### src/sv/sfr_pkg.sv
// ----------------------------------------------------------------------------
// sfr_pkg
// Shared codes, frame layout constants and control/status types for the
// stuffed frame receiver.
// ----------------------------------------------------------------------------
package sfr_pkg;

  localparam int STATUS_W = 3;
  localparam int CFG_IDX_W = 3;

  localparam logic [STATUS_W-1:0] ST_OK       = 3'd0;
  localparam logic [STATUS_W-1:0] ST_SHORT    = 3'd1;
  localparam logic [STATUS_W-1:0] ST_VERSION  = 3'd2;
  localparam logic [STATUS_W-1:0] ST_LENGTH   = 3'd3;
  localparam logic [STATUS_W-1:0] ST_CRC      = 3'd4;
  localparam logic [STATUS_W-1:0] ST_ESCAPE   = 3'd5;
  localparam logic [STATUS_W-1:0] ST_OVERFLOW = 3'd6;

  localparam logic [CFG_IDX_W-1:0] CFG_START       = 3'd0;
  localparam logic [CFG_IDX_W-1:0] CFG_ESCAPE      = 3'd1;
  localparam logic [CFG_IDX_W-1:0] CFG_ESC_START   = 3'd2;
  localparam logic [CFG_IDX_W-1:0] CFG_ESC_ESCAPE  = 3'd3;
  localparam logic [CFG_IDX_W-1:0] CFG_VERSION     = 3'd4;

  // frame layout: version, destination, source, sequence, command, length
  localparam int POS_VERSION  = 0;
  localparam int POS_DEST     = 1;
  localparam int POS_SOURCE   = 2;
  localparam int POS_SEQUENCE = 3;
  localparam int POS_COMMAND  = 4;
  localparam int POS_LENGTH   = 5;
  localparam int HDR_LEN      = 6;
  localparam int FRAME_MIN    = 8;

  localparam logic [15:0] CRC_INIT = 16'hFFFF;
  localparam logic [15:0] CRC_POLY = 16'hA001;

  typedef struct packed {
    logic step;
    logic load_stat;
    logic load_data;
    logic inc_k;
  } sfr_cmd_t;

  typedef struct packed {
    logic ev_fail;
    logic ev_ok;
    logic out_free;
    logic last_item;
  } sfr_sts_t;

endpackage

### src/sv/sfr_ctrl.sv
// ----------------------------------------------------------------------------
// sfr_ctrl
// Sequencer: takes raw words while idle, then hands a failure status or the
// payload of a checked frame to the output register.
// ----------------------------------------------------------------------------
module sfr_ctrl
  import sfr_pkg::*;
(
  input  logic     clk,
  input  logic     rst_n,
  input  logic     in_valid,
  output logic     in_stall,
  input  sfr_sts_t sts,
  output sfr_cmd_t cmd
);

  localparam logic [1:0] S_IDLE = 2'd0;
  localparam logic [1:0] S_STAT = 2'd1;
  localparam logic [1:0] S_RD   = 2'd2;
  localparam logic [1:0] S_PUT  = 2'd3;

  logic [1:0] state_r;
  logic [1:0] state_nxt;

  always_comb begin
    state_nxt = state_r;
    cmd = '0;
    case (state_r)
      S_IDLE: begin
        if (in_valid) begin
          cmd.step = 1'b1;
          if (sts.ev_fail) begin
            state_nxt = S_STAT;
          end else if (sts.ev_ok) begin
            state_nxt = S_RD;
          end
        end
      end
      S_STAT: begin
        if (sts.out_free) begin
          cmd.load_stat = 1'b1;
          state_nxt = S_IDLE;
        end
      end
      S_RD: begin
        state_nxt = S_PUT;
      end
      S_PUT: begin
        if (sts.out_free) begin
          cmd.load_data = 1'b1;
          if (sts.last_item) begin
            state_nxt = S_IDLE;
          end else begin
            cmd.inc_k = 1'b1;
            state_nxt = S_RD;
          end
        end
      end
      default: begin
        state_nxt = S_IDLE;
      end
    endcase
  end

  always_ff @(posedge clk) begin
    if (!rst_n) begin
      state_r <= S_IDLE;
    end else begin
      state_r <= state_nxt;
    end
  end

  assign in_stall = (state_r != S_IDLE);

`ifndef ASSERT_OFF
  a_load_needs_room: assert property (@(posedge clk) disable iff (!rst_n)
    (cmd.load_stat || cmd.load_data) |-> sts.out_free)
    else $error("output load while output register busy");

  a_last_returns_idle: assert property (@(posedge clk) disable iff (!rst_n)
    (cmd.load_data && sts.last_item) |=> (state_r == S_IDLE))
    else $error("payload drain did not end after last word");
`endif

endmodule

### src/sv/sfr_dp.sv
// ----------------------------------------------------------------------------
// sfr_dp
// Datapath: configuration registers, unstuffing, frame store, running
// CRC-16/Modbus, header capture, close checks and the output register.
// ----------------------------------------------------------------------------
module sfr_dp
  import sfr_pkg::*;
#(
  parameter int PAYLOAD_MAX = 32,
  parameter int STORE_DEPTH = 40
) (
  input  logic                 clk,
  input  logic                 rst_n,
  input  logic [7:0]           in_rx_byte,
  input  logic                 cfg_we,
  input  logic [CFG_IDX_W-1:0] cfg_index,
  input  logic [7:0]           cfg_wdata,
  input  logic                 out_stall,
  output logic                 out_valid,
  output logic [STATUS_W-1:0]  out_status,
  output logic [7:0]           out_destination,
  output logic [7:0]           out_source,
  output logic [7:0]           out_sequence_res,
  output logic [7:0]           out_command,
  output logic [5:0]           out_payload_length,
  output logic [4:0]           out_byte_index,
  output logic [7:0]           out_payload_byte,
  output logic                 out_last,
  input  sfr_cmd_t             cmd,
  output sfr_sts_t             sts
);

  localparam int AW = (STORE_DEPTH > 1) ? $clog2(STORE_DEPTH) : 1;
  localparam int FW = $clog2(STORE_DEPTH + 1);
  localparam int KW = (PAYLOAD_MAX > 1) ? $clog2(PAYLOAD_MAX) : 1;

  function automatic logic [15:0] crc_byte(input logic [15:0] c, input logic [7:0] d);
    logic [15:0] x;
    x = c ^ {8'h00, d};
    for (int i = 0; i < 8; i++) begin
      x = x[0] ? ((x >> 1) ^ CRC_POLY) : (x >> 1);
    end
    return x;
  endfunction

  logic [7:0] start_r, escape_r, esc_start_r, esc_esc_r, version_exp_r;

  logic          in_frame_r, in_frame_nxt;
  logic          esc_r, esc_nxt;
  logic [FW-1:0] fill_r, fill_nxt;

  logic [7:0] mem [STORE_DEPTH];
  logic [7:0] rd_r;
  logic [AW-1:0] rd_addr;

  logic [7:0]  hdr_ver_r, hdr_dest_r, hdr_src_r, hdr_seq_r, hdr_cmd_r, plen_r;
  logic [15:0] crc_r;
  logic [7:0]  b1_r, b2_r;
  logic [STATUS_W-1:0] code_r;
  logic [KW-1:0] k_r;

  logic                is_start;
  logic                want_store;
  logic                do_store;
  logic [7:0]          data;
  logic                ev_fail, ev_ok;
  logic [STATUS_W-1:0] fail_code;
  logic [STATUS_W-1:0] chk_code;
  logic                out_free;
  logic                k_last;

  logic                out_valid_r;
  logic [STATUS_W-1:0] out_status_r;
  logic [7:0]          out_dest_r, out_src_r, out_seq_r, out_cmd_r, out_pbyte_r;
  logic [5:0]          out_plen_r;
  logic [4:0]          out_idx_r;
  logic                out_last_r;

  // close checks, in priority order
  always_comb begin
    if (10'(fill_r) < 10'(FRAME_MIN)) begin
      chk_code = ST_SHORT;
    end else if (hdr_ver_r != version_exp_r) begin
      chk_code = ST_VERSION;
    end else if ((plen_r > 8'(PAYLOAD_MAX)) ||
                 (10'(fill_r) != 10'(plen_r) + 10'(FRAME_MIN)) ||
                 (10'(plen_r) + 10'(HDR_LEN + 1) >= 10'(STORE_DEPTH))) begin
      chk_code = ST_LENGTH;
    end else if ({b1_r, b2_r} != crc_r) begin
      chk_code = ST_CRC;
    end else begin
      chk_code = ST_OK;
    end
  end

  always_comb begin
    is_start     = (in_rx_byte == start_r);
    data         = in_rx_byte;
    want_store   = 1'b0;
    do_store     = 1'b0;
    ev_fail      = 1'b0;
    ev_ok        = 1'b0;
    fail_code    = ST_OK;
    in_frame_nxt = in_frame_r;
    esc_nxt      = esc_r;
    fill_nxt     = fill_r;
    if (is_start) begin
      in_frame_nxt = 1'b1;
      esc_nxt      = 1'b0;
      fill_nxt     = '0;
      if (in_frame_r && (fill_r != '0)) begin
        if (chk_code == ST_OK) begin
          ev_ok = 1'b1;
        end else begin
          ev_fail   = 1'b1;
          fail_code = chk_code;
        end
      end
    end else if (in_frame_r) begin
      if (esc_r) begin
        esc_nxt = 1'b0;
        if (in_rx_byte == esc_start_r) begin
          data       = start_r;
          want_store = 1'b1;
        end else if (in_rx_byte == esc_esc_r) begin
          data       = escape_r;
          want_store = 1'b1;
        end else begin
          in_frame_nxt = 1'b0;
          fill_nxt     = '0;
          ev_fail      = 1'b1;
          fail_code    = ST_ESCAPE;
        end
      end else if (in_rx_byte == escape_r) begin
        esc_nxt = 1'b1;
      end else begin
        want_store = 1'b1;
      end
      if (want_store) begin
        if (fill_r == FW'(STORE_DEPTH)) begin
          in_frame_nxt = 1'b0;
          fill_nxt     = '0;
          ev_fail      = 1'b1;
          fail_code    = ST_OVERFLOW;
        end else begin
          do_store = 1'b1;
          fill_nxt = fill_r + FW'(1);
        end
      end
    end
  end

  assign out_free = !out_valid_r || !out_stall;
  assign k_last   = (plen_r == 8'd0) || ((8'(k_r) + 8'd1) == plen_r);
  assign rd_addr  = AW'(k_r) + AW'(HDR_LEN);

  always_comb begin
    sts.ev_fail   = ev_fail;
    sts.ev_ok     = ev_ok;
    sts.out_free  = out_free;
    sts.last_item = k_last;
  end

  always_ff @(posedge clk) begin
    if (!rst_n) begin
      start_r       <= 8'h7E;
      escape_r      <= 8'h7D;
      esc_start_r   <= 8'h5E;
      esc_esc_r     <= 8'h5D;
      version_exp_r <= 8'h01;
      in_frame_r    <= 1'b0;
      esc_r         <= 1'b0;
      fill_r        <= '0;
      out_valid_r   <= 1'b0;
    end else begin
      if (cfg_we) begin
        case (cfg_index)
          CFG_START:      start_r       <= cfg_wdata;
          CFG_ESCAPE:     escape_r      <= cfg_wdata;
          CFG_ESC_START:  esc_start_r   <= cfg_wdata;
          CFG_ESC_ESCAPE: esc_esc_r     <= cfg_wdata;
          CFG_VERSION:    version_exp_r <= cfg_wdata;
          default: ;
        endcase
      end
      if (cmd.step) begin
        in_frame_r <= in_frame_nxt;
        esc_r      <= esc_nxt;
        fill_r     <= fill_nxt;
      end
      if (cmd.load_stat || cmd.load_data) begin
        out_valid_r <= 1'b1;
      end else if (!out_stall) begin
        out_valid_r <= 1'b0;
      end
    end
  end

  always_ff @(posedge clk) begin
    if (cmd.step && do_store) begin
      mem[fill_r[AW-1:0]] <= data;
    end
    rd_r <= mem[rd_addr];
  end

  always_ff @(posedge clk) begin
    if (cmd.step) begin
      k_r <= '0;
      if (ev_fail) begin
        code_r <= fail_code;
      end
      if (is_start) begin
        crc_r <= CRC_INIT;
      end else if (do_store) begin
        b1_r <= data;
        b2_r <= b1_r;
        if (10'(fill_r) >= 10'd2) begin
          crc_r <= crc_byte(crc_r, b2_r);
        end
        if (fill_r == FW'(POS_VERSION))  hdr_ver_r  <= data;
        if (fill_r == FW'(POS_DEST))     hdr_dest_r <= data;
        if (fill_r == FW'(POS_SOURCE))   hdr_src_r  <= data;
        if (fill_r == FW'(POS_SEQUENCE)) hdr_seq_r  <= data;
        if (fill_r == FW'(POS_COMMAND))  hdr_cmd_r  <= data;
        if (fill_r == FW'(POS_LENGTH))   plen_r     <= data;
      end
    end else if (cmd.inc_k) begin
      k_r <= k_r + KW'(1);
    end
    if (cmd.load_stat) begin
      out_status_r <= code_r;
      out_dest_r   <= 8'd0;
      out_src_r    <= 8'd0;
      out_seq_r    <= 8'd0;
      out_cmd_r    <= 8'd0;
      out_plen_r   <= 6'd0;
      out_idx_r    <= 5'd0;
      out_pbyte_r  <= 8'd0;
      out_last_r   <= 1'b1;
    end else if (cmd.load_data) begin
      out_status_r <= ST_OK;
      out_dest_r   <= hdr_dest_r;
      out_src_r    <= hdr_src_r;
      out_seq_r    <= hdr_seq_r;
      out_cmd_r    <= hdr_cmd_r;
      out_plen_r   <= plen_r[5:0];
      out_idx_r    <= 5'(k_r);
      out_pbyte_r  <= (plen_r == 8'd0) ? 8'd0 : rd_r;
      out_last_r   <= k_last;
    end
  end

  assign out_valid          = out_valid_r;
  assign out_status         = out_status_r;
  assign out_destination    = out_dest_r;
  assign out_source         = out_src_r;
  assign out_sequence_res   = out_seq_r;
  assign out_command        = out_cmd_r;
  assign out_payload_length = out_plen_r;
  assign out_byte_index     = out_idx_r;
  assign out_payload_byte   = out_pbyte_r;
  assign out_last           = out_last_r;

`ifndef ASSERT_OFF
  a_idle_fill_clear: assert property (@(posedge clk) disable iff (!rst_n)
    !in_frame_r |-> (fill_r == '0))
    else $error("store holds words outside a frame");

  a_escape_in_frame: assert property (@(posedge clk) disable iff (!rst_n)
    esc_r |-> in_frame_r)
    else $error("escape pending outside a frame");
`endif

endmodule

### src/sv/stuffed_frame_receiver.sv
// ----------------------------------------------------------------------------
// stuffed_frame_receiver
// Byte-stuffed frame receiver with header, length and CRC-16/Modbus checks.
// ----------------------------------------------------------------------------
// Raw words are taken one per cycle while no result is being produced; a word
// that ends in an escape or overflow failure, or closes a bad frame, then has
// its status result placed once the output register is free. Closing a good
// frame drains the stored payload through the single read port of the frame
// store, each payload word read and then loaded into the output register, one
// result for an empty payload, waiting while the output is stalled. The
// input is stalled during that drain. The output register lets a finished
// result wait while new raw words are taken. No clearing pass after reset.
module stuffed_frame_receiver
  import sfr_pkg::*;
#(
  parameter int PAYLOAD_MAX = 32,
  parameter int STORE_DEPTH = 40
) (
  input  logic                 clk,
  input  logic                 rst_n,
  input  logic                 in_valid,
  output logic                 in_stall,
  input  logic [7:0]           in_rx_byte,
  input  logic                 cfg_we,
  input  logic [CFG_IDX_W-1:0] cfg_index,
  input  logic [7:0]           cfg_wdata,
  output logic                 out_valid,
  input  logic                 out_stall,
  output logic [STATUS_W-1:0]  out_status,
  output logic [7:0]           out_destination,
  output logic [7:0]           out_source,
  output logic [7:0]           out_sequence_res,
  output logic [7:0]           out_command,
  output logic [5:0]           out_payload_length,
  output logic [4:0]           out_byte_index,
  output logic [7:0]           out_payload_byte,
  output logic                 out_last
);

  sfr_cmd_t cmd;
  sfr_sts_t sts;

  sfr_ctrl u_ctrl (
    .clk      (clk),
    .rst_n    (rst_n),
    .in_valid (in_valid),
    .in_stall (in_stall),
    .sts      (sts),
    .cmd      (cmd)
  );

  sfr_dp #(
    .PAYLOAD_MAX (PAYLOAD_MAX),
    .STORE_DEPTH (STORE_DEPTH)
  ) u_dp (
    .clk                (clk),
    .rst_n              (rst_n),
    .in_rx_byte         (in_rx_byte),
    .cfg_we             (cfg_we),
    .cfg_index          (cfg_index),
    .cfg_wdata          (cfg_wdata),
    .out_stall          (out_stall),
    .out_valid          (out_valid),
    .out_status         (out_status),
    .out_destination    (out_destination),
    .out_source         (out_source),
    .out_sequence_res   (out_sequence_res),
    .out_command        (out_command),
    .out_payload_length (out_payload_length),
    .out_byte_index     (out_byte_index),
    .out_payload_byte   (out_payload_byte),
    .out_last           (out_last),
    .cmd                (cmd),
    .sts                (sts)
  );

endmodule
### config.mk
export PLATFORM = sky130hd
export DESIGN_NAME = stuffed_frame_receiver
export DESIGN_NICKNAME = d
export VERILOG_FILES = /design/src/sv/sfr_pkg.sv /design/src/sv/sfr_ctrl.sv /design/src/sv/sfr_dp.sv /design/src/sv/stuffed_frame_receiver.sv
export SDC_FILE = /design/constraint.sdc
export NUM_CORES = 1
export LEC_CHECK = 0
export ABC_CLOCK_PERIOD_IN_PS = 3100
export CORE_ASPECT_RATIO = 1.5
export CORE_MARGIN = 2
export CORE_UTILIZATION = 25
export DETAILED_ROUTE_END_ITERATION = 16
export DONT_BUFFER_PORTS = 1
export GPL_TIMING_DRIVEN = 0
export PLACE_DENSITY = 0.38
export SYNTH_ARGS = -nofsm -noshare
export SYNTH_HDL_FRONTEND = slang
export SYNTH_SLANG_ARGS = --single-unit
### constraint.sdc
create_clock -name clk -period 3.1 [get_ports clk]
set_input_delay 0.31 -clock clk [delete_from_list [all_inputs] [get_ports clk]]
set_output_delay 0.31 -clock clk [all_outputs]
set_load 0.005 [all_outputs]
# --- Word level (Yosys, flattened, before mapping) ---
# Memory sizes are Yosys's and may differ from the RTL's. A register that Yosys moved wholly into a read port is not among the register bits.
# Cells that the tools add are included.
classes:
  addsub: 6
  n_lt_le_gt_ge: 4
  eq_ne: 28
  muxes: 87
  bitwise_logic: 10
  reduce_logical: 38
op_table:
  columns: ["op", "count"]
  rows:
  - ["2-to-1 mux 16 bit", 10]
  - ["2-to-1 mux 8 bit", 6]
  - ["2-to-1 mux 3 bit", 15]
  - ["2-to-1 mux 6 bit", 7]
  - ["equality test 8 bit", 5]
  - ["2-to-1 mux 1 bit", 40]
  - ["AND reduction 4 bit", 7]
  - ["inverter 2 -> 3 bit", 8]
  - ["2-to-1 mux 2 bit", 8]
  - ["inequality test 16 bit", 1]
  - ["XOR 16 x 8 -> 16 bit", 1]
  - ["AND reduction 2 bit", 7]
  - ["equality test 6 x 2 -> 1 bit (second input constant)", 2]
  - ["equality test 6 x 3 -> 1 bit (second input constant)", 2]
  - ["greater-or-equal comparator 10 x 6 -> 1 bit (second input constant)", 1]
  - ["inequality test 6 x 10 -> 1 bit", 1]
  - ["nonzero test 2 bit", 5]
  - ["adder 8 x 3 -> 9 bit (second input constant)", 1]
  - ["adder 8 x 4 -> 9 bit (second input constant)", 1]
  - ["> comparator 8 x 6 -> 1 bit (second input constant)", 1]
  - ["zero test 8 bit", 1]
  - ["inequality test 8 bit", 1]
  - ["case mux 2 bit (4 select lines)", 1]
  - ["adder 5 x 1 -> 6 bit (second input constant)", 1]
  - ["27 further kinds", 40]
word_totals:
  ff_bits: 194
  mem_bits_rw: 320
  input_bits: 24
  output_inout_bits: 57
  word_cells: 204
  memories: 1
memory_table:
  columns: ["memory", "depth", "word_bits", "read_ports", "rd_clocked_by_memory_dff", "write_ports", "line_no", "source"]
  rows:
  - ["u_dp.mem", 40, 8, 1, 1, 1, "sfr_dp.sv:52", "logic [7:0] mem [STORE_DEPTH];"]

# --- Depth between registers and ports, before layout ---
logic_depth:
  depth_word: 19
  ltp_mapped: 10

# --- By module ---
# A second synthesis with hierarchy kept.
unflattened:
  cells_unflattened: 1303
  area_unflattened_um2: 20707.4
by_module_without_submodules:
  columns: ["mod", "n_inst", "cells_per_inst", "area_each_um2"]
  rows:
  - ["sfr_dp", 1, 1288, 20591.0]
  - ["sfr_ctrl", 1, 15, 116.4]

# --- Worst setup path before layout ---
# No wires, ideal clock.
synth_timing:
  path_kind: "reg-to-reg"
  startpoint: "reg u_dp.fill_r[0]"
  endpoint: "mem u_dp.mem[31][0], enable pin"
  setup_ns: 0.385
  t_arrival_ns: 2.518
  path_slack_ns: 0.197
  stages_incl_launch_ff: 10
  period_less_slack_ns: 2.903
  path_cell_list: "dfxtp_1 > clkbuf_1 > inv_1 > ha_1 > nor2b_1 > nand4b_1 > o21ai_1 > and4b_1 > buf_4 > nor3b_1"
synth_via:
  elab_chain_len: 8
synth_rtl:
  columns: ["element", "line_no", "source"]
  rows:
  - ["start: declaration", "sfr_dp.sv:50", "logic [FW-1:0] fill_r, fill_nxt;"]
  - ["start signal: assignment", "sfr_dp.sv:189", "fill_r <= fill_nxt;"]
  - ["equality test 6 bit", "sfr_dp.sv:140", "if (fill_r == FW'(STORE_DEPTH)) begin"]
  - ["2-to-1 mux 1 bit", "sfr_dp.sv:140", null]
  - ["2-to-1 mux 1 bit", "sfr_dp.sv:139", "if (want_store) begin"]
  - ["2-to-1 mux 1 bit", "sfr_dp.sv:119", "end else if (in_frame_r) begin"]
  - ["2-to-1 mux 1 bit", "sfr_dp.sv:107", "if (is_start) begin"]
  - ["logical AND 1 bit", "sfr_dp.sv:200", "if (cmd.step && do_store) begin"]
  - ["2-to-1 mux 1 bit", "sfr_dp.sv:200", null]
  - ["2-to-1 mux 1 bit (implied by the code)", "sfr_dp.sv:201", "mem[fill_r[AW-1:0]] <= data;"]
  - ["end: declaration", "sfr_dp.sv:52", null]
# Several ways; a longest one is shown, not always the timed one.

# --- Worst setup path in the final report ---
layout_timing:
  startpoint: "reg u_dp.fill_r[0]"
  endpoint: "mem u_dp.mem[24][4], enable pin"
# The elaborated chain is that of the path after synthesis.

==> flow_summary.json <==
{
  "ys_warn_count": 0,
  "hold_viol": 0,
  "grt_pass1_vias": 12300,
  "synth_cell_type_count": 61,
  "syn_area_per_cell_um2": 15.4,
  "totalWireLength_mm": 58.3,
  "p_per_area_nw_per_um2": 572,
  "grt_use_met2_pct": 26.0,
  "hold_class": "in2reg",
  "num_vias": 11500,
  "rsz0062_at_grt": "no",
  "worstSkewPairLatency_ns": 0.63,
  "total_power_mw": 14.5,
  "final_antenna_net_count": 0,
  "async_reset_ff_share_pct": 0,
  "end_kind": "flip-flop",
  "period_needed_ns": 2.94,
  "p_switching_mw": 3.02,
  "r2r_slack_ns": 0.16,
  "cts_buffers": 53,
  "cts_buffer_depth": 3,
  "firstDrtPassIters": 5,
  "final_common_cell": "edfxtp_1",
  "grt_use_met1_pct": 15.4,
  "critPathMaxStageDelay_ns": 0.38,
  "synth_nets": 1379,
  "drc": 0,
  "drt-initial-drc-count": 706,
  "drv_cap": 0,
  "cp_slowest_cell": "dfxtp_1",
  "ys_seq_elements": 522,
  "required_ns": 3.41,
  "antenna_cells": 0,
  "io_buffers": 0,
  "post-route-period-util_pct": 94.8,
  "rows": 129,
  "ios": 81,
  "slew_viol_final": 0,
  "cts-root-buf": "clkbuf_16",
  "cts.clk_slew.worst_paths_ns": 0.06,
  "h-tree-depth": 2,
  "finalNetCount": 1488,
  "p_clk_share_pct": 46.0,
  "crit_chain": "clkbuf_4, inv_1, ha_1, nor2b_1, nand4b_1, o21ai_1, and4b_2, buf_12, nand4b_1, buf_4, nor2_4, buf_12",
  "synth_flop_cell": "edfxtp_1",
  "tns_ns": 0,
  "worstMarginPinSlew_ns": 0.977,
  "grt_antenna_before_repair": 4,
  "grtUsageMet3_pct": 2.53,
  "place.gp.congestion": 0.751,
  "synth-edff-count": 406,
  "swShare_pct": 20.9,
  "setup_viol": 0,
  "status": "finished, final reports clean",
  "layout-drive-gt1-share_pct": 20.2,
  "grt_pass1_wl_mm": 84.5,
  "cts_sinks": 522,
  "start_util_pct": 25.2,
  "vias_per_cell": 4.40,
  "fmax_ghz": 0.340,
  "synth_area_um2": 20800,
  "crit_arrival_ns": 3.25,
  "p_leak_nw": 8.04,
  "crit_path_start_kind": "flip-flop",
  "grt_max_degree": 48,
  "postLayoutCellArea_um2": 25300,
  "crit_type": "reg2reg",
  "worstPathMaxFanout": 13,
  "n_fill_cell": 8191,
  "ir_drop_mv": 0.341,
  "die_w_um": 240,
  "gr-total-overflow": 0,
  "intPower_mw": 11.5,
  "yosysSeqAreaShare_pct": 69.7,
  "track_usage_pct": 13.7,
  "dieArea_um2": 85600,
  "dp_hpwl_mm": 38.3,
  "skew_ns": 0.0359,
  "wire_per_inst_um": 22.3,
  "top_usage_layer": "met2",
  "placed_area_um2": 22200,
  "dieHeight_um": 357,
  "layout_common_cells": "406 x edfxtp_1, 201 x nand2_1, 116 x dfxtp_1, 99 x nand3_1, 87 x mux4_2",
  "syn2layout_area_growth_pct": 21.6,
  "cts_tree": "built",
  "syn_inst": 1347,
  "p_seq_share_pct": 52.2,
  "max-slew-margin-rel_pct": 34.7,
  "design.core.area_um2": 82500,
  "combPwrFrac_pct": 1.8,
  "final.hold.worst_slack_ns": 0.0842
}
==> synth_stat cells (all sizes together) (2+ instances only) <==
cell type	count	area [µm²]
nor2	61	229
or2	7	43.8
o32ai	2	17.5
xnor2	62	543
mux2i	10	100
buf	27	198
nor4	3	18.8
inv	10	37.5
mux2	16	180
mux4	96	2200
xor2	17	156
o21ai	11	55.1
edfxtp	406	12200
a221o	8	80.1
a211oi	4	30.0
nand2	203	762
nand4	19	119
nor3b	7	52.6
nand4b	4	35.0
nor2b	4	25.0
a21oi	24	120
and3	5	31.3
and2	6	37.5
nand3	101	505
nand3b	4	30.0
nand2b	6	37.5
ha	8	100
a22o	8	70.1
dfxtp	116	2320
clkbuf	51	193
or3	2	12.5
o211ai	3	22.5
o31ai	2	15.0
nor4b	2	23.8
nor3	18	90.1
==> layout make-up <==
| type | instances | area, µm² | share of cell area, % |
|---|---|---|---|
| clock buffers | 67 | 1420 | 5.61 |
| inverters | 10 | 37.5 | 0.148 |
| plain buffers | 78 | 435 | 1.72 |
| multi-input cells | 737 | 6340 | 25.1 |
| flip-flops and latches | 522 | 14500 | 57.4 |
| repair buffers | 54 | 793 | 3.14 |
| well taps | 1113 | 1390 | 5.51 |
| clock inverters | 32 | 365 | 1.44 |
==> sequential cells by signal, summed over array words and instances, names as in the netlist, 6 cells and up <==
register	count
u_dp.escape_r	8
u_dp.hdr_dest_r	8
u_dp.rd_r	8
u_dp.hdr_cmd_r	8
u_dp.fill_r	6
u_dp.out_command	8
u_dp.esc_esc_r	8
u_dp.b2_r	8
u_dp.hdr_seq_r	8
u_dp.b1_r	8
u_dp.start_r	8
u_dp.out_destination	8
u_dp.hdr_src_r	8
u_dp.out_source	8
u_dp.crc_r	16
u_dp.out_sequence_res	8
u_dp.hdr_ver_r	8
u_dp.esc_start_r	8
u_dp.out_payload_byte	8
u_dp.version_exp_r	8
u_dp.out_payload_length	6
u_dp.plen_r	8
u_dp.mem	320
==> kinds of logic (layout without fill, tap and decap cells) <==
kind of cell    after synthesis  count (layout)  share of synthesized area, %
xor+xnor                     80              80                          3.47
flops                       522             522                          69.7
buf+inv                      88             241                          2.06
mux                         122             122                          11.9
simple gates                455             455                          10.0
compound gates               72              72                          2.35
fa+ha+maj                     8               8                         0.481
==> power by group through the flow <==
stage	logic [mW]	clock network [mW]	registers (mW)
final	0.264	6.66	7.55
after global routing	0.290	7.11	7.55
after CTS	0.272	6.88	7.55
after detailed placement	0.240	0	7.71
after global placement	0.235	0	7.71
after floorplan	0.134	0	7.70
==> metal layers <==
layer,up-vias,wire [µm]
li1,5324,-
met1,5895,23000
met2,215,31600
met3,74,2490
met4,0,1280
met5,-,0
==> timing repair <==
action | 4_1_cts | 5_1_grt
endpoints found under the hold margin | 42 | 0
resized for setup | 115 | 8
hold buffers | 13 | 0
setup buffers | 37 | 3
cloned | 0 | 1
setup endpoints to repair | 752 | 356
pin swaps | 29 | 2
==> stage by stage <==
stage | instances | util [%] | worst slack [ns]
after floorplan | 1347 | - | 0.197
after global placement | 2460 | 26.9 | -1.05
after detailed placement | 2460 | 26.9 | -1.02
after CTS | 2609 | 30.6 | -0.0112
after global routing | 2613 | 30.7 | 0.00292
final | 2613 | 30.7 | 0.161
==> worst max-delay path: cells and delay by family, from the launching register on <==
| kind | cells | cell delay (ns) |
|---|---|---|
| AND/OR/NAND/NOR | 5 | 0.96 |
| flip-flops | 1 | 0.38 |
| adder cells (fa/ha/maj) | 1 | 0.22 |
| AO/OA/AOI/OAI | 1 | 0.13 |
| buffers and inverters | 5 | 0.91 |
==> final timing paths <==
kind | start | end | depth (start not counted)
max | u_dp.fill_r[0] | u_dp.mem[24][4] | 12
min | cfg_index[1] | u_dp.esc_start_r[5] | 4
max reg2reg | u_dp.fill_r[0] | u_dp.mem[24][4] | 12
min reg2reg | u_dp.rd_r[2] | u_dp.out_payload_byte[2] | 1
(Power assumes the default switching activity.)
